### src/sv/ppurp_pkg.sv
// ----------------------------------------------------------------------------
// ppurp_pkg
// Shared types, codes and address mapping for the video processor register
// port.
// ----------------------------------------------------------------------------
`default_nettype none

package ppurp_pkg;

    localparam int QUEUE_DEPTH = 4;
    localparam int VID_AW      = 14;
    localparam int SPR_AW      = 8;

    localparam logic [1:0] MODE_READ   = 2'd0;
    localparam logic [1:0] MODE_WRITE  = 2'd1;
    localparam logic [1:0] MODE_STATUS = 2'd2;

    localparam logic [2:0] REG_CTRL     = 3'd0;
    localparam logic [2:0] REG_MASK     = 3'd1;
    localparam logic [2:0] REG_STAT     = 3'd2;
    localparam logic [2:0] REG_OAM_ADDR = 3'd3;
    localparam logic [2:0] REG_OAM_DATA = 3'd4;
    localparam logic [2:0] REG_SCROLL   = 3'd5;
    localparam logic [2:0] REG_ADDR     = 3'd6;
    localparam logic [2:0] REG_DATA     = 3'd7;

    typedef enum logic [2:0] {
        RD_NONE,
        RD_STATUS,
        RD_SPRITE,
        RD_BUFFER,
        RD_PALETTE
    } rd_kind_t;

    typedef struct packed {
        logic              vid_we;
        logic [VID_AW-1:0] vid_addr_a;
        logic [VID_AW-1:0] vid_addr_b;
        logic              spr_we;
        logic [SPR_AW-1:0] spr_addr;
        logic [7:0]        wdata;
        rd_kind_t          rd_kind;
        logic [2:0]        status;
        logic [14:0]       vram_addr;
        logic [14:0]       temp_addr;
        logic [2:0]        fine_x;
        logic              toggle;
        logic [7:0]        ctrl;
        logic [7:0]        mask;
    } cmd_t;

    // Folds a video address onto the physical 16K store: nametable mirroring
    // and the palette aliases of the backdrop entries.
    function automatic logic [VID_AW-1:0] map_video(input logic [VID_AW-1:0] a,
                                                     input logic mirror);
        logic [VID_AW-1:0] r;
        r = a;
        if (a >= 14'h2000 && a <= 14'h3EFF) begin
            r = a & 14'h2FFF;
            if (mirror) begin
                r[11] = 1'b0;
            end
            else begin
                r[10] = 1'b0;
            end
        end
        else if (a >= 14'h3F00) begin
            r = a & 14'h3F1F;
            if ((r & 14'h0013) == 14'h0010) begin
                r[4] = 1'b0;
            end
        end
        return r;
    endfunction

endpackage

`default_nettype wire

### src/sv/ppurp_queue.sv
// ----------------------------------------------------------------------------
// ppurp_queue
// Small command queue between the front end and the memory back end.
// ----------------------------------------------------------------------------
`default_nettype none

module ppurp_queue #(
    parameter int DEPTH = ppurp_pkg::QUEUE_DEPTH
) (
    input  wire                  clk,
    input  wire                  rst_n,
    input  wire                  push,
    input  ppurp_pkg::cmd_t      push_data,
    input  wire                  pop,
    output ppurp_pkg::cmd_t      pop_data,
    output logic                 full,
    output logic                 empty
);
    import ppurp_pkg::*;

    localparam int PW = (DEPTH > 1) ? $clog2(DEPTH) : 1;
    localparam int CW = $clog2(DEPTH + 1);

    cmd_t          mem [DEPTH];
    logic [PW-1:0] wptr_reg, rptr_reg;
    logic [CW-1:0] count_reg;

    assign full     = (count_reg == CW'(DEPTH));
    assign empty    = (count_reg == '0);
    assign pop_data = mem[rptr_reg];

    always_ff @(posedge clk)
    begin
        if (push)
        begin
            mem[wptr_reg] <= push_data;
        end
    end

    always_ff @(posedge clk or negedge rst_n)
    begin
        if (!rst_n)
        begin
            wptr_reg  <= '0;
            rptr_reg  <= '0;
            count_reg <= '0;
        end
        else
        begin
            if (push)
            begin
                wptr_reg <= (wptr_reg == PW'(DEPTH - 1)) ? '0 : wptr_reg + 1'b1;
            end
            if (pop)
            begin
                rptr_reg <= (rptr_reg == PW'(DEPTH - 1)) ? '0 : rptr_reg + 1'b1;
            end
            if (push && !pop)
            begin
                count_reg <= count_reg + 1'b1;
            end
            else if (pop && !push)
            begin
                count_reg <= count_reg - 1'b1;
            end
        end
    end

endmodule

`default_nettype wire

### config.mk
export PLATFORM = sky130hd
export DESIGN_NAME = ppurp_queue
export DESIGN_NICKNAME = d
export VERILOG_FILES = /design/src/sv/ppurp_pkg.sv /design/src/sv/ppurp_queue.sv
export SDC_FILE = /design/constraint.sdc
export NUM_CORES = 1
export LEC_CHECK = 0
export BUFFER_PORTS_ARGS = -buffer_cell sky130_fd_sc_hd__buf_2
export CORE_AREA = 2 2 144 202
export CTS_BUF_LIST = sky130_fd_sc_hd__clkbuf_16
export DETAILED_ROUTE_END_ITERATION = 8
export DIE_AREA = 0 0 146 204
export GPL_ROUTABILITY_DRIVEN = 0
export PLACE_DENSITY = 0.84
export SYNTH_ARGS = -nofsm -noshare
export SYNTH_HDL_FRONTEND = slang
export SYNTH_SLANG_ARGS = --single-unit
export TNS_END_PERCENT = 10
### constraint.sdc
create_clock -name clk -period 8.05 [get_ports clk]
set_input_delay 1.61 -clock clk [delete_from_list [all_inputs] [get_ports clk]]
set_output_delay 1.61 -clock clk [all_outputs]
set_load 0.05 [all_outputs]
* After elaboration in Yosys (flattened, before gate mapping)
Memories as Yosys holds them, arrays and structs flattened.
Index checks and enable logic that the tools add are counted.
W data, S select, Z words.
** Operators by class
- $add $sub $neg :: 4
- Equality and inequality tests :: 3
- Muxes and demuxes :: 6
- Reductions and logical operators :: 6
** Operators by type and width (number)
- $mux W3 :: 2
- $add A2 B1 Y2 const B :: 2
- $eq A2 B2 Y1 const B :: 2
- $mux W2 :: 2
- $add A3 B1 Y3 const B :: 1
- $eq A3 B3 Y1 const B :: 1
- $logic_not A3 Y1 :: 1
- $sub A3 B1 Y3 const B :: 1
- $logic_and A1 B1 Y1 :: 2
- $logic_not A1 Y1 :: 2
- $mux W1 :: 2
- $reduce_bool A2 Y1 :: 1
** Word-level totals
- Register bits after elaboration :: 7
- Bits in writable memories :: 408
- Input bits :: 106
- Word-level logic and storage cells :: 23
- Memories :: 1
** Memory list
- mem :: words 4, width 102, rd ports 1, clocked after memory_dff 0, write ports 1, RTL line ppurp_queue.sv:24 : cmd_t mem [DEPTH];

* Depth between registers and ports, before layout
Gate-level depths: netlist of run 1.
- Depth in word-level cells :: 4
- Mapped depth :: 7
- Mapped depth without buffers :: 7

* Worst setup path after synthesis of run 1
No wires, ideal clock.
- Path kind :: input -> register
- Start :: input push
- End :: memory mem[2][0] (netlist name), enable pin
- Library setup time :: 472 ps
- Data arrival time :: 3963 ps
- Data required time :: 7578 ps
- Path slack :: 3614 ps
- Stages :: 1
- Cells stage by stage :: and2_1
** Between the ends
- Word-level cells in the longest chain between the ends :: 2
** Ends and longest elaborated chain
- from (decl) :: RTL line ppurp_queue.sv:12 : input wire push,
- $mux W1 :: RTL line ppurp_queue.sv:34 : if (push)
- $mux W1 (implied by the code) :: RTL line ppurp_queue.sv:36 : mem[wptr_reg] <= push_data;
- to (decl) :: RTL line ppurp_queue.sv:24
No other way between the ends.

==> metrics.log, run 1 <==
[metrics] cell with the biggest individual delay on the critical path: dfrtp_4
[metrics] iteration-0 DRC count of the detailed router: 385
[metrics] Lkg Pwr: 6.10 nW
[metrics] Area growth syn-to-layout: 17.5%
[metrics] Placement Rows: 73
[metrics] Non-Filler Cell Area, Final: 17900 µm²
[metrics] endpoint required time on the critical path: 6.44 ns
[metrics] total routed wirelength: 28000 µm
[metrics] total of endpoints with negative setup slack in the final report: 0
[metrics] sequential fraction of the synthesis area: 81.8%
[metrics] vias in the first global route: 7249
[metrics] Setup crit start kind: flip-flop
[metrics] timing-limited maximum frequency: 219 MHz
[metrics] max FFs per register: 408
[metrics] CTS H-Tree Depth: 2
[metrics] worst-path maximum fanout: 40
[metrics] length of the first detailed-routing pass in iterations: 4
[metrics] critical register-to-register path startpoint: wptr_reg[1]
[metrics] flop2flop setup slack: 5.53 ns
[metrics] Internal Dissipation: 4.66 mW
[metrics] unrepaired setup endpoints after global routing: false
[metrics] max cap viols: 0
[metrics] setup fix buffers added after clock tree synthesis: 0
[metrics] number of cells traversed by the worst hold path: 1
[metrics] sequential group share of total power: 39.5%
[metrics] width of the die: 146 µm
[metrics] reg2reg path depth: 4
[metrics] Vias/cell: 5.61
[metrics] clock tree skew after final layout: 0.00992 ns
[metrics] maximum resistive drop on vdd: 0.265 mV
[metrics] hold worst-path end: count_reg[2]
[metrics] number of synthesized register bits: 415
[metrics] final net count: 917
[metrics] number of buffers added by the clock tree synthesis step: 39
[metrics] Via Count: 6777
[metrics] Total Power Consumption: 7.46 mW
[metrics] worst slew margin relative to its limit: 37.1%
[metrics] number of I/O port buffers: 209
[metrics] RR Endpoint: mem[1][62]
[metrics] syn nets: 683
[metrics] number of placed I/O pins: 210
[metrics] Filler cells: 1920
[metrics] cell area reported after detailed placement: 16500 µm²
[metrics] hold path startpoint: count_reg[2]
[metrics] clock tree from TritonCTS: yes
[metrics] remaining design rule violation count: 0
[metrics] global-route wire length before repair: 42300 µm
[metrics] average wire per standard cell: 23.2 µm
[metrics] final hold violation count: 0
[metrics] count of cell types in the netlist: 21
[metrics] kind of end point of the critical path: primary output
[metrics] Clock transition at path regs: 0.06 ns
[metrics] CTS Sinks: 415
[metrics] number of instances in the synthesized netlist: 570
[metrics] status: completed
[metrics] total congestion overflow: 0
[metrics] share of final-layout standard cells stronger than drive strength 1: 46.5%
[metrics] Core ar.: 28100 µm²
[metrics] Worst path max stage delay: 0.79 ns
[metrics] chain of cells forming the critical path: buf_4 > mux4_2 > buf_2
[metrics] final number of max-transition violations: 0
[metrics] post-cts resize count: 0
[metrics] maximum number of pins on one net before global-route repair: 62
[metrics] power per unit of standard cell area: 418 nW/µm²
[metrics] overall fraction of global-route tracks in use: 19.1%
[metrics] Die Ht: 204 µm
[metrics] data arrival time at the worst-slack endpoint: 2.96 ns
[metrics] syn_area_per_cell: 26.6 µm²
[metrics] number of warning messages in the yosys log: 0
[metrics] most frequent cells in the layout: 408 x edfxtp_1, 209 x buf_2, 102 x mux4_2
[metrics] Final Cycle Share: 56.8%
[metrics] worst skew pair latency: 0.53 ns
[metrics] clock tree buffer depth: 3
[metrics] Die Outline Area: 29800 µm²
[metrics] fin crit period: 4.57 ns
[metrics] switching power summed over all nets: 2.80 mW
[metrics] antenna violation net count after detailed routing: 0
[metrics] combined area of all synthesized cells: 15200 µm²
[metrics] Clock Tree Root: clkbuf_16
[metrics] most common library cell in the layout ignoring fill and taps: edfxtp_1
[metrics] Clk pwr share: 24.6%
[metrics] start-to-end type of the worst setup path: flip-flop to primary output
[metrics] hold buffer count at CTS: 0
[metrics] smallest hold slack: 0.489 ns
[metrics] initial antenna violation count: 5
[metrics] switching share of power: 37.6%
[metrics] worst hold-check path type: flip-flop to flip-flop
[metrics] actual slew at the worst max-slew pin: 0.943 ns
[metrics] relative contribution of combinational cells to total power: 35.9%
[metrics] Setup Total Neg Slack: 0 ns
[metrics] Initial Util: 54.0%
==> logic make-up after synthesis <==
group,Yosys count,share of synthesized area [%]
DFF,415,81.8
muxes,105,15.3
buffers and inverters,27,1.60
and+or+nand+nor,11,0.371
adders and majority gates,7,0.626
xor gates and xnor gates,3,0.173
AOI/OAI and AO/OA,2,0.0659
==> worst max path at each step <==
stage | endpoint | startpoint | cells after the start | slack [ns]
4_1_cts | pop_data[5] | rptr_reg[0] | 3 | 3.31
3_5_place_dp | pop_data[98] | rptr_reg[0] | 3 | 3.93
3_3_place_gp | pop_data[5] | rptr_reg[0] | 3 | 3.91
5_1_grt | pop_data[5] | rptr_reg[0] | 3 | 3.22
2_1_floorplan | mem[2][0] | push | 1 | 3.61
6_report | pop_data[5] | rptr_reg[0] | 3 | 3.48
==> critical path: cells and delay by family, from the launching register on <==
kind                   cells  cell delay [ns]
multiplexers               1             0.63
flip-flops                 1             0.79
buffers and inverters      2             0.95
==> cells in the mapped netlist, drive strengths merged <==
master / instances / share of area (%)
edfxtp: 408 / 81
mux4: 102 / 15
buf: 23 / 1.5
dfrtp: 7 / 1.2
ha: 6 / 0.49
and2: 4 / 0.16
inv: 4 / 0.099
mux2: 3 / 0.22
nor2: 3 / 0.074
nand2: 2 / 0.049
o21ai: 2 / 0.066
xor2: 2 / 0.12
fa: 1 / 0.13
nor3: 1 / 0.033
nor3b: 1 / 0.049
xnor2: 1 / 0.058
==> cell type report <==
type | instances | area (µm²) | share of cell area (%)
tap | 375 | 469 | 2.63
timing repair buffer | 216 | 1100 | 6.15
multi-input combinational | 128 | 2530 | 14.2
clock inverter | 26 | 273 | 1.53
clock buffer | 41 | 1030 | 5.75
inverter | 4 | 15.0 | 0.0841
antenna | 3 | 7.51 | 0.0421
sequential | 415 | 12400 | 69.7
==> per-layer routing <==
layer,wire (µm),share of wire (%),track usage (%)
met1,10400,37,22.8
met2,14800,53,33.6
met3,1870,6.7,5.00
met4,968,3.5,7.14
met5,27,0.096,0
==> stage by stage <==
| step | worst slack (ns) | util, % | std cells |
|---|---|---|---|
| after floorplan | 3.61 | - | 570 |
| after global placement | 3.91 | 58.8 | 1138 |
| after detailed placement | 3.93 | 58.8 | 1138 |
| after CTS | 3.31 | 63.4 | 1205 |
| after global routing | 3.22 | 63.4 | 1207 |
| final | 3.48 | 63.5 | 1208 |
==> power groups by stage <==
| stage | Sequential (mW) | Combinational (mW) | Clock [mW] |
|---|---|---|---|
| global placement | 2.97 | 2.69 | 0 |
| global route | 2.99 | 2.80 | 1.94 |
| detailed placement | 3.00 | 2.71 | 0 |
| floorplan | 2.90 | 2.29 | 0 |
| CTS | 2.96 | 2.72 | 1.88 |
| finish | 2.95 | 2.68 | 1.83 |
Note: power is estimated with default switching activity, not from simulation.
==> run 2, diff against run 1 <==
==> constraint.sdc (replaced) <==
create_clock -name clk -period 4.6 [get_ports clk]
set_input_delay 0.92 -clock clk [delete_from_list [all_inputs] [get_ports clk]]
set_output_delay 0.92 -clock clk [all_outputs]
set_load 0.05 [all_outputs]
==> metrics.log, run 2 (synthesis gave the netlist of run 1 again) <==
[metrics] status: completed
[metrics] chain of cells forming the critical path: buf_4 > mux4_2 > buf_2
[metrics] actual slew at the worst max-slew pin: 0.940 ns (-0.00359 ns)
[metrics] clock tree from TritonCTS: yes
[metrics] CTS Sinks: 415 (unchanged)
[metrics] worst skew pair latency: 0.51 ns (-0.02 ns)
[metrics] worst slew margin relative to its limit: 37.3% (+0.24 points)
[metrics] hold buffer count at CTS: 0 (unchanged)
[metrics] worst-path maximum fanout: 26 (-35%)
[metrics] Worst path max stage delay: 0.73 ns (-0.06 ns)
[metrics] Die Ht: 204 µm (unchanged)
[metrics] power per unit of standard cell area: 724 nW/µm² (+73%)
[metrics] Vias/cell: 5.54 (-1.2%)
[metrics] share of final-layout standard cells stronger than drive strength 1: 46.2% (-0.34 points)
[metrics] final hold violation count: 0 (unchanged)
[metrics] Placed Cells: 1140 (+0.18%)
[metrics] Non-Filler Cell Area, Final: 17900 µm² (+0.17%)
[metrics] Area growth syn-to-layout: 17.7%
[metrics] post-cts resize count: 0 (unchanged)
[metrics] max FFs per register: 408 (unchanged)
[metrics] final net count: 919 (+0.22%)
[metrics] final number of max-transition violations: 0 (unchanged)
[metrics] maximum number of pins on one net before global-route repair: 63 (+1.6%)
[metrics] CTS H-Tree Depth: 2 (unchanged)
[metrics] number of I/O port buffers: 209 (unchanged)
[metrics] initial antenna violation count: 8 (+3)
[metrics] fin crit period: 3.55 ns
[metrics] Setup crit start kind: flip-flop
[metrics] vias in the first global route: 7135 (-1.6%)
[metrics] most frequent cells in the layout: 408 x edfxtp_1, 209 x buf_2, 102 x mux4_2
[metrics] average wire per standard cell: 22.8 µm (-1.8%)
[metrics] fin cells: 1217 (+0.75%)
[metrics] total of endpoints with negative setup slack in the final report: 0 (unchanged)
[metrics] Clock transition at path regs: 0.06 ns (about the same)
[metrics] Core ar.: 28100 µm² (unchanged)
[metrics] clock tree skew after final layout: 0.00774 ns (-0.00218 ns)
[metrics] reg2reg path depth: 4 (unchanged)
[metrics] total routed wirelength: 27700 µm (-1.1%)
[metrics] total congestion overflow: 0 (unchanged)
[metrics] length of the first detailed-routing pass in iterations: 4 (unchanged)
[metrics] setup fix buffers added after clock tree synthesis: 0 (unchanged)
[metrics] Initial Util: 54.0% (unchanged)
[metrics] number of placed I/O pins: 210 (unchanged)
[metrics] start-to-end type of the worst setup path: flip-flop to primary output
[metrics] endpoint required time on the critical path: 3.68 ns (-2.76 ns)
[metrics] Clock Tree Root: clkbuf_16
[metrics] worst hold-check path type: input pin to async pin
[metrics] Placement Rows: 73 (unchanged)
[metrics] timing-limited maximum frequency: 281 MHz
[metrics] global-route wire length before repair: 41900 µm (-0.73%)
[metrics] clock tree buffer depth: 3 (unchanged)
[metrics] maximum resistive drop on vdd: 0.516 mV (+95%)
[metrics] cell area reported after detailed placement: 16600 µm² (+0.47%)
[metrics] iteration-0 DRC count of the detailed router: 417 (+8.3%)
[metrics] most common library cell in the layout ignoring fill and taps: edfxtp_1
[metrics] remaining design rule violation count: 0 (unchanged)
[metrics] Setup Total Neg Slack: 0 ns (unchanged)
[metrics] Final Cycle Share: 77.2%
[metrics] Via Count: 6743 (-0.50%)
[metrics] overall fraction of global-route tracks in use: 18.7% (-0.32 points)
[metrics] max cap viols: 0 (unchanged)
[metrics] Filler cells: 1883 (-1.9%)
[metrics] number of buffers added by the clock tree synthesis step: 39 (unchanged)
[metrics] antenna violation net count after detailed routing: 0 (unchanged)
[metrics] unrepaired setup endpoints after global routing: false
[metrics] Lkg Pwr: 6.13 nW (+0.39%)
[metrics] data arrival time at the worst-slack endpoint: 2.63 ns (-0.33 ns)
[metrics] smallest hold slack: 0.243 ns (-0.247 ns)
[metrics] Die Outline Area: 29800 µm² (unchanged)
[metrics] width of the die: 146 µm (unchanged)
[metrics] kind of end point of the critical path: primary output
[metrics] cell with the biggest individual delay on the critical path: dfrtp_4
==> run 2: cell count changes in the layout (fill, tap and decap cells not counted), sizes merged <==
cell | before | now
inv | 10 | 14
clkinv | 13 | 14
diode | 3 | 8
clkinvlp | 2 | 1
bufinv | 5 | 3
buf | 216 | 218
==> run 2: per-layer routing <==
metal	GRT usage [%]	up-vias	part of all wire [%]
met3	4.82	56	6.4
met5	0	-	0.047
met2	32.1	220	54
li1	-	2937	-
met1	23.5	3528	37
met4	6.69	2	2.9
==> run 2: report_power, final <==
group | internal, mW | total [mW] | leakage [nW] | switching [mW]
sequential | 4.85 | 5.17 | 3.83 | 0.322
clock | 1.78 | 3.06 | 0.646 | 1.28
combinational | 1.43 | 4.71 | 1.65 | 3.27
total | 8.07 | 12.9 | 6.13 | 4.87
==> run 2: worst paths after layout <==
path                               from  slack, ns           end
max in group asynchronous         rst_n       4.17   rptr_reg[1]
max reg2reg                 wptr_reg[0]       2.45    mem[0][59]
min reg2reg                count_reg[2]       0.49  count_reg[2]
max                         rptr_reg[0]       1.05  pop_data[70]
min                               rst_n       0.24  count_reg[2]
min in group clk           count_reg[2]       0.49  count_reg[2]
==> run 2: through the flow <==
| step | total power [mW] | worst slack [ns] | util (%) |
|---|---|---|---|
| global route | 13.4 | 0.847 | 63.5 |
| CTS | 13.1 | 0.948 | 63.5 |
| floorplan | 9.09 | 0.854 | - |
| detailed placement | 10.0 | 1.51 | 59.1 |
| global placement | 9.94 | 1.52 | 59.1 |
| finish | 12.9 | 1.05 | 63.6 |
==> run 2: layout make-up <==
cell class	instances	area, µm²	share of cell area (%)
antenna	8	20.0	0.112
clock buffer	41	1030	5.74
tap	375	469	2.62
timing repair buffer	218	1180	6.58
inverter	4	15.0	0.0840
clock inverter	28	213	1.19
sequential	415	12400	69.5
multi-input combinational	128	2530	14.1
==> run 2: critical path, delay by kind of cell (launching register included) <==
family   cells  cell delay, ns
buf+inv      2            0.76
flops        1            0.73
mux          1            0.59
