### config.mk
export PLATFORM = sky130hd
export DESIGN_NAME = ppurp_front
export DESIGN_NICKNAME = d
export VERILOG_FILES = /design/src/sv/ppurp_pkg.sv /design/src/sv/ppurp_front.sv
export SDC_FILE = /design/constraint.sdc
export NUM_CORES = 1
export LEC_CHECK = 0
export BUFFER_PORTS_ARGS = -buffer_cell sky130_fd_sc_hd__buf_4
export CAP_MARGIN = 20
export CORE_MARGIN = 3
export CORE_UTILIZATION = 40
export DETAILED_ROUTE_END_ITERATION = 8
export GPL_ROUTABILITY_DRIVEN = 0
export HOLD_SLACK_MARGIN = 0.05
export SYNTH_ARGS = -nofsm -noshare
export SYNTH_HDL_FRONTEND = slang
export SYNTH_SLANG_ARGS = --single-unit
### constraint.sdc
create_clock -name clk -period 5.6 [get_ports clk]
set_input_delay 0.56 -clock clk [delete_from_list [all_inputs] [get_ports clk]]
set_output_delay 0.56 -clock clk [all_outputs]
set_load 0.05 [all_outputs]
### src/sv/ppurp_pkg.sv
// ----------------------------------------------------------------------------
// ppurp_pkg
// Shared types, codes and address mapping for the video processor register
// port.
// ----------------------------------------------------------------------------
`default_nettype none

package ppurp_pkg;

    localparam int QUEUE_DEPTH = 4;
    localparam int VID_AW      = 14;
    localparam int SPR_AW      = 8;

    localparam logic [1:0] MODE_READ   = 2'd0;
    localparam logic [1:0] MODE_WRITE  = 2'd1;
    localparam logic [1:0] MODE_STATUS = 2'd2;

    localparam logic [2:0] REG_CTRL     = 3'd0;
    localparam logic [2:0] REG_MASK     = 3'd1;
    localparam logic [2:0] REG_STAT     = 3'd2;
    localparam logic [2:0] REG_OAM_ADDR = 3'd3;
    localparam logic [2:0] REG_OAM_DATA = 3'd4;
    localparam logic [2:0] REG_SCROLL   = 3'd5;
    localparam logic [2:0] REG_ADDR     = 3'd6;
    localparam logic [2:0] REG_DATA     = 3'd7;

    typedef enum logic [2:0] {
        RD_NONE,
        RD_STATUS,
        RD_SPRITE,
        RD_BUFFER,
        RD_PALETTE
    } rd_kind_t;

    typedef struct packed {
        logic              vid_we;
        logic [VID_AW-1:0] vid_addr_a;
        logic [VID_AW-1:0] vid_addr_b;
        logic              spr_we;
        logic [SPR_AW-1:0] spr_addr;
        logic [7:0]        wdata;
        rd_kind_t          rd_kind;
        logic [2:0]        status;
        logic [14:0]       vram_addr;
        logic [14:0]       temp_addr;
        logic [2:0]        fine_x;
        logic              toggle;
        logic [7:0]        ctrl;
        logic [7:0]        mask;
    } cmd_t;

    // Folds a video address onto the physical 16K store: nametable mirroring
    // and the palette aliases of the backdrop entries.
    function automatic logic [VID_AW-1:0] map_video(input logic [VID_AW-1:0] a,
                                                     input logic mirror);
        logic [VID_AW-1:0] r;
        r = a;
        if (a >= 14'h2000 && a <= 14'h3EFF) begin
            r = a & 14'h2FFF;
            if (mirror) begin
                r[11] = 1'b0;
            end
            else begin
                r[10] = 1'b0;
            end
        end
        else if (a >= 14'h3F00) begin
            r = a & 14'h3F1F;
            if ((r & 14'h0013) == 14'h0010) begin
                r[4] = 1'b0;
            end
        end
        return r;
    endfunction

endpackage

`default_nettype wire

### src/sv/ppurp_front.sv
// ----------------------------------------------------------------------------
// ppurp_front
// Accepts register accesses, updates the scroll, address and control
// registers and issues memory commands to the back end.
// ----------------------------------------------------------------------------
`default_nettype none

module ppurp_front (
    input  wire                  clk,
    input  wire                  rst_n,
    input  wire                  cfg_write,
    input  wire                  cfg_data,
    input  wire                  accept,
    input  wire  [1:0]           mode,
    input  wire  [2:0]           reg_index,
    input  wire  [7:0]           write_data,
    output ppurp_pkg::cmd_t      cmd
);
    import ppurp_pkg::*;

    logic        mirror_reg;
    logic [7:0]  ctrl_reg, ctrl_next;
    logic [7:0]  mask_reg, mask_next;
    logic [2:0]  status_reg, status_next;
    logic [14:0] t_reg, t_next;
    logic [14:0] v_reg, v_next;
    logic [2:0]  fine_reg, fine_next;
    logic        toggle_reg, toggle_next;
    logic [7:0]  oam_reg, oam_next;
    logic [14:0] step;
    logic [VID_AW-1:0] map_a;

    assign step  = ctrl_reg[2] ? 15'd32 : 15'd1;
    assign map_a = map_video(v_reg[13:0], mirror_reg);

    always_comb
    begin
        ctrl_next   = ctrl_reg;
        mask_next   = mask_reg;
        status_next = status_reg;
        t_next      = t_reg;
        v_next      = v_reg;
        fine_next   = fine_reg;
        toggle_next = toggle_reg;
        oam_next    = oam_reg;
        cmd         = '0;
        cmd.rd_kind = RD_NONE;
        cmd.wdata   = write_data;
        cmd.status  = status_reg;
        if (accept)
        begin
            case (mode)
                MODE_READ:
                begin
                    case (reg_index)
                        REG_STAT:
                        begin
                            cmd.rd_kind = RD_STATUS;
                            status_next = {1'b0, status_reg[1:0]};
                            toggle_next = 1'b0;
                        end
                        REG_OAM_DATA:
                        begin
                            cmd.rd_kind  = RD_SPRITE;
                            cmd.spr_addr = oam_reg;
                        end
                        REG_DATA:
                        begin
                            cmd.vid_addr_a = map_a;
                            cmd.vid_addr_b = map_video(v_reg[13:0] & 14'h2FFF, mirror_reg);
                            cmd.rd_kind    = (map_a >= 14'h3F00) ? RD_PALETTE : RD_BUFFER;
                            v_next         = v_reg + step;
                        end
                        default:
                        begin
                        end
                    endcase
                end
                MODE_WRITE:
                begin
                    case (reg_index)
                        REG_CTRL:
                        begin
                            ctrl_next = write_data;
                            t_next    = (t_reg & 15'h73FF) | {3'b000, write_data[1:0], 10'd0};
                        end
                        REG_MASK:
                        begin
                            mask_next = write_data;
                        end
                        REG_OAM_ADDR:
                        begin
                            oam_next = write_data;
                        end
                        REG_OAM_DATA:
                        begin
                            cmd.spr_we   = 1'b1;
                            cmd.spr_addr = oam_reg;
                            oam_next     = oam_reg + 8'd1;
                        end
                        REG_SCROLL:
                        begin
                            if (!toggle_reg)
                            begin
                                t_next      = {t_reg[14:5], write_data[7:3]};
                                fine_next   = write_data[2:0];
                                toggle_next = 1'b1;
                            end
                            else
                            begin
                                t_next      = {write_data[2:0], t_reg[11:10],
                                               write_data[7:3], t_reg[4:0]};
                                toggle_next = 1'b0;
                            end
                        end
                        REG_ADDR:
                        begin
                            if (!toggle_reg)
                            begin
                                t_next      = {1'b0, write_data[5:0], t_reg[7:0]};
                                toggle_next = 1'b1;
                            end
                            else
                            begin
                                t_next      = {t_reg[14:8], write_data};
                                v_next      = {t_reg[14:8], write_data};
                                toggle_next = 1'b0;
                            end
                        end
                        REG_DATA:
                        begin
                            cmd.vid_we     = 1'b1;
                            cmd.vid_addr_a = map_a;
                            v_next         = v_reg + step;
                        end
                        default:
                        begin
                        end
                    endcase
                end
                MODE_STATUS:
                begin
                    status_next = write_data[7:5];
                end
                default:
                begin
                end
            endcase
        end
        cmd.vram_addr = v_next;
        cmd.temp_addr = t_next;
        cmd.fine_x    = fine_next;
        cmd.toggle    = toggle_next;
        cmd.ctrl      = ctrl_next;
        cmd.mask      = mask_next;
    end

    always_ff @(posedge clk or negedge rst_n)
    begin
        if (!rst_n)
        begin
            mirror_reg <= 1'b0;
            ctrl_reg   <= '0;
            mask_reg   <= '0;
            status_reg <= '0;
            t_reg      <= '0;
            v_reg      <= '0;
            fine_reg   <= '0;
            toggle_reg <= 1'b0;
            oam_reg    <= '0;
        end
        else
        begin
            if (cfg_write)
            begin
                mirror_reg <= cfg_data;
            end
            ctrl_reg   <= ctrl_next;
            mask_reg   <= mask_next;
            status_reg <= status_next;
            t_reg      <= t_next;
            v_reg      <= v_next;
            fine_reg   <= fine_next;
            toggle_reg <= toggle_next;
            oam_reg    <= oam_next;
        end
    end

endmodule

`default_nettype wire

# Word-level counts from Yosys, hierarchy flattened
# Index checks and enable logic that the tools add are counted.
word_totals:
  input_bits: 18
  word_cells: 92
  ff_bits: 62
  output_inout_bits: 102
classes:
  add_sub_neg: 2
  muxes: 50
  n_bitwise: 2
  magnitude_cmp: 7
  eq_ne: 11
  reduce_logical: 10
op_table:
  columns: ["op", "n"]
  rows:
  - ["15-bit 2-to-1 mux", 8]
  - ["8-bit 2-to-1 mux", 9]
  - ["14-bit greater-or-equal comparator, second input constant", 5]
  - ["15-bit case mux with 2 select lines", 2]
  - ["15-bit case mux with 3 select lines", 1]
  - ["38-bit 2-to-1 mux", 1]
  - ["8-bit case mux with 2 select lines", 2]
  - ["14-bit <= comparator, second input constant", 2]
  - ["28-bit 2-to-1 mux", 1]
  - ["14-bit case mux with 2 select lines", 1]
  - ["3-bit 2-to-1 mux", 8]
  - ["15-bit by 6-bit adder with 15-bit output", 1]
  - ["3-bit == test, second input constant", 5]
  - ["15-bit by 12-bit bitwise OR with 15-bit output", 1]
  - ["14-bit 2-to-1 mux", 1]
  - ["13-bit 2-to-1 mux", 1]
  - ["12-bit 2-to-1 mux", 1]
  - ["1-bit 2-to-1 mux", 9]
  - ["9-bit 2-to-1 mux", 1]
  - ["3-bit case mux with 3 select lines", 1]
  - ["3-bit AND reduction", 3]
  - ["8-bit by 1-bit adder with 8-bit output, second input constant", 1]
  - ["3-bit by 2-bit == test with 1-bit output, second input constant", 2]
  - ["6-bit 2-to-1 mux", 1]
  - ["other kinds (12)", 14]

# Logic depth before layout (Yosys ltp)
# Gate-level depths: netlist of the first run.
logic_depth:
  depth_word: 9
  mapped_depth: 8
  ltp_nobuf: 8

# Worst setup path after synthesis of the first run
# OpenSTA, ideal clock, no wires.
synth_timing:
  kind: "input port to output port"
  startpoint: "input mode[1]"
  endpoint: "output cmd[46] (netlist bit)"
  n_path_buf: 2
  required_ps: 5040
  setup_slack_ps: 1871
  t_arrival_ps: 3169
  cell_stages: 5
  path_cell_list: "buf_2 -> nor2b_1 -> nand2_1 -> clkbuf_1 -> o311ai_0"
synth_rtl:
  columns: ["item", "line", "source"]
  rows:
  - ["start: declaration", "ppurp_front.sv:14", "input wire [1:0] mode,"]
  - ["end: declaration", "ppurp_front.sv:17", "output ppurp_pkg::cmd_t cmd"]

==> flow_summary.yaml, run 1 <==
timing:
  setup_tns_ns: 0
  finalHoldViolCount: 0
  relSlewSlack_pct: 30.2
  max_freq_ghz: 0.306
  finalCriticalPeriod_ns: 3.27
  finalWorstSetupSlack_ns: 2.33
  fin_crit_sh_pct: 58.3
  worstMarginPinSlew_ns: 1.04
  grt_setup_unrepaired: "false"
  fin_skew_ns: 0.00431
  finalSetupViolations: 0
  slew_violations: 0
clock_network:
  cts_buffers: 9
  htreeDepth: 3
  cts-hold-fix-buffers: 0
  cts_setup_buffers: 0
  cts_resized: 0
  path_clk_slew_ns: 0.08
  cts.sinks: 62
  cts_tree: "yes"
  clockBufferDepth: 2
  cts.root.buffer_cell: "clkbuf_8"
  clock_latency_ns: 0.34
setup_path:
  critPathKind: "in -> out"
  crit_arrival_ns: 2.71
  startpoint_type: "input port"
  cp_data_required_time_ns: 5.04
  path_max_fanout: 30
  end_kind: "primary output"
grt:
  grt_use_total_pct: 23.6
  grt_overflow: 0
  grt_pass1_vias: 4137
  antenna_found_initial: 0
  grt_pass1_wl_um: 22200
  grt_max_degree: 63
drt:
  drtAntennaViolNets: 0
  wirelength_um: 14100
  via_per_inst: 5.97
  first_pass_iters: 5
  wl_per_cell_um: 19.8
  drtIter0Drc: 305
  num_vias: 4252
  drcViolationCount: 0
floorplan:
  initial_core_util_pct: 41.7
  row_count: 37
  io_pins: 120
  die-area_um2: 12100
  core_area_um2: 10400
  die_w_um: 110
  die_h_um: 110
pwr:
  p_leak_nw: 2.51
  vdd_drop_max_v: 0.000252
  p_per_area_nw_per_um2: 384
place:
  dp_slack_ns: 2.37
  numPortBuffers: 118
  dp_hpwl_um: 9340
  place_area_um2: 5120
hold_path:
  holdCritPathClass: "in -> async"
cells_and_area:
  utilization_pct: 51.2
  drive_gt1_share_pct: 30.4
  final_cell_mix: "buf_4, dfrtp_1, nand2_1, and3_1, a21oi_1"
  final_common_cell: "buf_4"
  synthToLayoutAreaGrowth_pct: 22.8
  diodes: 0
  num-nets-final: 593
  final_area_um2: 5330
job:
  cap_violations: 0
synthesis:
  syn-mean-instance-area_um2: 8.77
  synth-seq-cells: 62
  ys_async_sr_fraction_pct: 100
  syn-num-nets: 517
  syn-cell-area_um2: 4340
  synth-seq-area-share_pct: 35.8
  syn_inst: 495
  synth-main-ff-cell: "dfrtp_1"
  synthDistinctLibCells: 69
  yosys_warnings: 0
  synth_edf_count: 0
status:
  run_status: "complete, no violations"
[synthesized netlist by cell type (4+ instances only)]
| library cell | n | area (µm²) |
|---|---|---|
| ha_1 | 4 | 50.1 |
| and3_1 | 36 | 225 |
| mux2_2 | 18 | 203 |
| clkbuf_1 | 20 | 75.1 |
| nor2_1 | 29 | 109 |
| a221oi_1 | 10 | 87.6 |
| nand3_1 | 16 | 80.1 |
| nor3_1 | 11 | 55.1 |
| a22oi_1 | 18 | 135 |
| a31oi_1 | 9 | 56.3 |
| a21oi_1 | 34 | 170 |
| o21ai_0 | 26 | 130 |
| mux2_4 | 8 | 120 |
| o22ai_1 | 9 | 56.3 |
| inv_1 | 7 | 26.3 |
| buf_2 | 18 | 90.1 |
| mux2i_1 | 5 | 50.1 |
| nand2b_1 | 7 | 43.8 |
| dfrtp_1 | 62 | 1550 |
| a22o_1 | 11 | 96.3 |
| buf_4 | 15 | 113 |
| nor2b_1 | 7 | 43.8 |
| o211ai_1 | 5 | 37.5 |
| nand2_1 | 43 | 161 |
[power by group]
part / leakage [nW] / internal [W] / switching [W]
combinational: 1.65 / 0.000314 / 0.000648
clock: 0.0987 / 0.000220 / 0.000202
sequential: 0.765 / 0.000553 / 0.000108
[worst max-delay path, stage by stage]
cell,delay (ns)
buf_4,0.29
nand3_1,0.45
nor2_1,0.39
buf_4,0.27
a31oi_1,0.10
o32ai_1,0.35
buf_4,0.27
[layout make-up]
type                       instances  area [µm²]
fill                             999        5090
multi-input combinational        369        2460
sequential                        62        1550
timing repair buffer             121         908
tap                              136         170
clock buffer                      10         138
clock inverter                     6        71.3
inverter                           8        32.5
[through the flow]
step,power [W],hold WS (ns),instances
floorplan,0.00136,0.264,495
global placement,0.00162,0.476,696
detailed placement,0.00163,0.477,696
CTS,0.00205,0.333,712
global route,0.00215,0.368,712
finish,0.00205,0.307,712
[kinds of logic (layout without fill, tap and decap cells)]
family,count (synthesis),count (layout),share of synthesized area [%]
other,1,1,0.0864
and+or+nand+nor,174,174,21.5
muxes,31,31,8.59
buffers and inverters,64,145,7.58
DFF,62,62,35.8
xor gates and xnor gates,3,3,0.606
AOI/OAI and AO/OA,156,156,24.7
adders and majority gates,4,4,1.15
[final timing paths]
path | start | to | slack, ns | cells past startpoint
worst min register to register | mask_reg[4]$_DFF_PN0_ | mask_reg[4]$_DFF_PN0_ | 0.50 | 1
min in group clk | cfg_data | mirror_reg$_DFFE_PN0P_ | 0.45 | 2
worst min-delay path | rst_n | mirror_reg$_DFFE_PN0P_ | 0.31 | 1
worst max register to register | v_reg[5]$_DFF_PN0_ | v_reg[6]$_DFF_PN0_ | 3.43 | 6
max in group asynchronous | rst_n | mask_reg[1]$_DFF_PN0_ | 4.75 | 1
worst max-delay path | reg_index[0] | cmd[42] | 2.33 | 7
[routing by layer]
metal  GRT usage [%]  vias up  share of wire (%)
met5               0        -                  0
met4            5.10        0                1.1
met3            6.12       15                8.0
met2            35.5      194                 45
met1            34.3     2060                 46
li1                -     1983                  -
Note: power is estimated with default switching activity, not from simulation.
==> run 2, diff against run 1 <==
clock period = 3.2 ns   (was 5.6 ns; I/O delays follow)
==> run 2 against run 1 <==
Combinational power rose by 75%. Wire length fell by 2.8%. Global-route usage is 0.87 points lower. Core utilization grew 0.34 points. Sequential cell count unchanged. Via count rose by 0.14%. Cell count grew 1.1%. Largest cell class unchanged. Highest routed layer unchanged. Final area grew 0.66%.
==> flow_summary.yaml, run 2 (synthesis gave the netlist of run 1 again) <==
floorplan:
  row_count: 37
  die-area_um2: 12100
  io_pins: 120
  initial_core_util_pct: 41.7
  die_h_um: 110
  die_w_um: 110
  core_area_um2: 10400
cells_and_area:
  num-nets-final: 601
  final_common_cell: "buf_4"
  register_area_um2: 1550
  drive_gt1_share_pct: 31.3
  utilization_pct: 51.5
  multi_input_area_um2: 2460
  synthToLayoutAreaGrowth_pct: 23.6
  fillers: 1045
  final_cell_mix: "buf_4, dfrtp_1, nand2_1, and3_1, a21oi_1"
  diodes: 0
grt:
  antenna_found_initial: 0
  grt_pass1_vias: 3976
  grt_use_total_pct: 22.8
  grt_max_degree: 63
  grt_pass1_wl_um: 21600
  grt_overflow: 0
clock_network:
  cts-hold-fix-buffers: 0
  clock_latency_ns: 0.34
  cts_resized: 0
  clockBufferDepth: 2
  cts.sinks: 62
  path_clk_slew_ns: 0.07
  cts_setup_buffers: 0
  cts_tree: "yes"
  cts_buffers: 9
  htreeDepth: 3
  cts.root.buffer_cell: "clkbuf_8"
timing:
  finalHoldViolCount: 0
  worstMarginPinSlew_ns: 0.792
  max_freq_ghz: 0.341
  grt_setup_unrepaired: "false"
  finalCriticalPeriod_ns: 2.93
  fin_skew_ns: 0.00602
  finalSetupViolations: 0
  setup_tns_ns: 0
  relSlewSlack_pct: 47.2
  slew_violations: 0
  holdWs_ns: 0.0489
  fin_crit_sh_pct: 91.6
job:
  cap_violations: 0
hold_path:
  holdCritPathClass: "in -> async"
setup_path:
  critPathKind: "reg -> out"
  crit_arrival_ns: 2.61
  end_kind: "primary output"
  path_max_fanout: 8
  startpoint_type: "flop"
  reg2reg_depth: 5
  cp_data_required_time_ns: 2.88
pwr:
  vdd_drop_max_v: 0.000387
  power_w: 0.00349
  p_leak_nw: 2.54
  p_per_area_nw_per_um2: 651
status:
  run_status: "complete, no violations"
place:
  numPortBuffers: 118
  dp_hpwl_um: 9460
drt:
  wirelength_um: 13700
  drtIter0Drc: 320
  num_vias: 4258
  via_per_inst: 5.91
  wl_per_cell_um: 19.0
  drcViolationCount: 0
  first_pass_iters: 5
  drtAntennaViolNets: 0
run 2: cell count changes in the layout (fill, tap and decap cells not counted), sizes merged:
cell    previous run  this run
buf              121       129
bufinv             1         0
inv                8         9
run 2: final timing paths:
| kind | start | endpoint | slack (ns) |
|---|---|---|---|
| hold / removal | rst_n | mirror_reg$_DFFE_PN0P_ | 0.05 |
| setup reg to reg | v_reg[12]$_DFF_PN0_ | v_reg[14]$_DFF_PN0_ | 1.07 |
| min in group clk | cfg_data | mirror_reg$_DFFE_PN0P_ | 0.21 |
| hold reg to reg | fine_reg[0]$_DFF_PN0_ | fine_reg[0]$_DFF_PN0_ | 0.50 |
| setup / recovery | v_reg[12]$_DFF_PN0_ | cmd[49] | 0.27 |
| max in group asynchronous | rst_n | oam_reg[7]$_DFFE_PN0P_ | 2.62 |
run 2: area by class of cell:
class	instances	area share (%)
inverters	8	0.606
well taps	136	3.17
flip-flops and latches	62	28.9
repair buffers	129	18.1
multi-input cells	369	45.8
clock inverters	6	0.863
clock buffers	10	2.57
run 2: worst max-delay path: stages (launching register included):
cell and delay, ns:
dfrtp_1 0.47, and4_1 0.24, nand3_1 0.35, nor4b_1 0.41, a21oi_1 0.13, o31ai_1 0.39
buf_4 0.28
run 2: metal layers:
layer	routed length (µm)	global-route usage, %	vias up
li1	-	-	2002
met1	6310	31.8	2066
met2	6210	35.6	170
met3	1000	5.42	20
met4	190	5.72	0
met5	0	0	-
run 2: per-stage QoR:
step                cell area (µm²)  worst slack, ns  cells
finish                         5370            0.269    720
floorplan                      4340            0.217    495
global placement               5180            0.717    704
CTS                            5370            0.327    720
detailed placement             5180            0.639    704
global route                   5370            0.100    720
run 2: report_power, final:
group          switching (W)  internal, W  total, W
Sequential          0.000192     0.000969   0.00116
Clock               0.000340     0.000306  0.000645
Combinational        0.00113     0.000558   0.00169
==> run 3, diff against run 2 <==
clock period = 3.7 ns   (was 3.2 ns; I/O delays follow)
==> run 3 against run 2 <==
Global-route usage increased by 0.96 points. Worst setup slack better by 0.45 ns. Register-to-register slack better by 0.45 ns. Non-clock buffer count is 4 lower. Die area unchanged. Worst hold slack better by 0.056 ns. Cell count decreased by 0.56%. Via count rose by 0.31%. Clock skew up 0.0033 ns. Clock power rose by 6.7%. Combinational power fell by 15%. Clock-buffer cell count shrank 1. Critical path type unchanged. Largest power group unchanged.
==> flow_summary.yaml, run 3 (synthesis gave the netlist of run 1 again) <==
status:
  run_status: "complete, no violations"
drt:
  wl_per_cell_um: 19.5
  num_vias: 4271
  drtIter0Drc: 326
  first_pass_iters: 5
  wirelength_um: 14000
  drtAntennaViolNets: 0
  via_per_inst: 5.97
  drcViolationCount: 0
grt:
  grt_overflow: 0
  grt_pass1_wl_um: 22200
  grt_max_degree: 63
  grt_use_total_pct: 23.7
  grt_pass1_vias: 4027
  antenna_found_initial: 0
job:
  cap_violations: 0
setup_path:
  cp-startpoint: "v_reg[5]$_DFF_PN0_"
  critPathMaxStageDelay_ns: 0.46
  path_max_fanout: 9
  critPathSlowestCell: "dfrtp_1"
  path_buf_inv: 1
  reg2reg_depth: 6
  rrSetupSlack_ns: 1.52
  cp_data_required_time_ns: 3.33
  crit_end: "cmd[45]"
  startpoint_type: "flop"
  end_kind: "primary output"
  cp_cell_sequence: "ha_1 > and3_1 > a31oi_2 > o21ai_0 > a221oi_1 > a311oi_1 > buf_4"
  crit_arrival_ns: 2.61
  r2r-start: "v_reg[5]$_DFF_PN0_"
  critPathKind: "reg -> out"
  path_delay_family: "compound AO/OA/AOI/OAI gates"
  reg2reg_to: "v_reg[10]$_DFF_PN0_"
  cp.depth: 7
timing:
  finalHoldViolCount: 0
  worstMarginPinSlew_ns: 0.823
  max_freq_ghz: 0.335
  slew_violations: 0
  holdWs_ns: 0.105
  fin_skew_ns: 0.00929
  finalCriticalPeriod_ns: 2.98
  setup_tns_ns: 0
  finalSetupViolations: 0
  fin_crit_sh_pct: 80.6
  relSlewSlack_pct: 45.2
  grt_setup_unrepaired: "false"
place:
  dp_hpwl_um: 9430
  numPortBuffers: 118
clock_network:
  cts_resized: 0
  cts-hold-fix-buffers: 0
  htreeDepth: 3
  cts.root.buffer_cell: "clkbuf_8"
  path_clk_slew_ns: 0.09
  cts.sinks: 62
  clock_latency_ns: 0.35
  cts_buffers: 9
  cts_tree: "yes"
  clockBufferDepth: 2
  cts_setup_buffers: 0
floorplan:
  die_h_um: 110
  row_count: 37
  core_area_um2: 10400
  io_pins: 120
  die-area_um2: 12100
  die_w_um: 110
  initial_core_util_pct: 41.7
pwr:
  vdd_drop_max_v: 0.000366
  p_leak_nw: 2.54
  p_per_area_nw_per_um2: 587
cells_and_area:
  final_cell_mix: "buf_4, dfrtp_1, nand2_1, and3_1, a21oi_1"
  diodes: 0
  final_common_cell: "buf_4"
  synthToLayoutAreaGrowth_pct: 23.8
  num-nets-final: 597
  drive_gt1_share_pct: 30.9
hold_path:
  holdCritPathClass: "in -> async"
==> run 3: cell types whose count changed in the layout (fill, tap and decap cells not counted) <==
cell,change
bufinv_16,+2
o311ai_0,+1
buf_4,-4
clkinv_4,-1
o311ai_1,-1
clkbuf_8,-1
==> run 3: layout make-up <==
class / instances / area, µm²
timing repair buffer: 125 / 938
clock inverter: 7 / 97.6
sequential: 62 / 1550
inverter: 8 / 32.5
multi-input combinational: 369 / 2460
clock buffer: 9 / 124
fill: 1019 / 5040
tap: 136 / 170
==> run 3: power breakdown <==
part	total (W)	internal [W]	switching [W]
Clock	0.000688	0.000381	0.000306
Sequential	0.00103	0.000837	0.000190
Combinational	0.00144	0.000478	0.000959
Total	0.00315	0.00170	0.00146
==> run 3: stage by stage <==
stage               cells  power, W  setup WS (ns)  cell area, µm²  util (%)
floorplan             495   0.00206          0.273            4340         -
global route          716   0.00332          0.572            5370      51.6
finish                716   0.00315          0.716            5370      51.6
detailed placement    700   0.00247           1.02            5150      49.5
global placement      700   0.00245           1.03            5150      49.5
CTS                   716   0.00316          0.745            5370      51.6
==> run 3: worst min-delay path by stage <==
stage                                      from                     end  depth (start not counted)
after floorplan                           rst_n   ctrl_reg[0]$_DFF_PN0_                          0
after global placement    mask_reg[7]$_DFF_PN0_   mask_reg[7]$_DFF_PN0_                          1
after detailed placement  mask_reg[3]$_DFF_PN0_   mask_reg[3]$_DFF_PN0_                          1
after CTS                                 rst_n  mirror_reg$_DFFE_PN0P_                          1
after global routing                      rst_n      v_reg[8]$_DFF_PN0_                          1
final                                     rst_n  oam_reg[7]$_DFFE_PN0P_                          1
==> run 3: per-layer routing <==
metal / vias up / share of wire [%] / global-route usage (%) / routed length (µm)
met5: - / 0 / 0 / 0
met4: 0 / 1.2 / 5.72 / 169
met3: 16 / 8.3 / 4.66 / 1160
met2: 198 / 45 / 36.0 / 6240
met1: 2062 / 46 / 34.8 / 6400
li1: 1995 / - / - / -
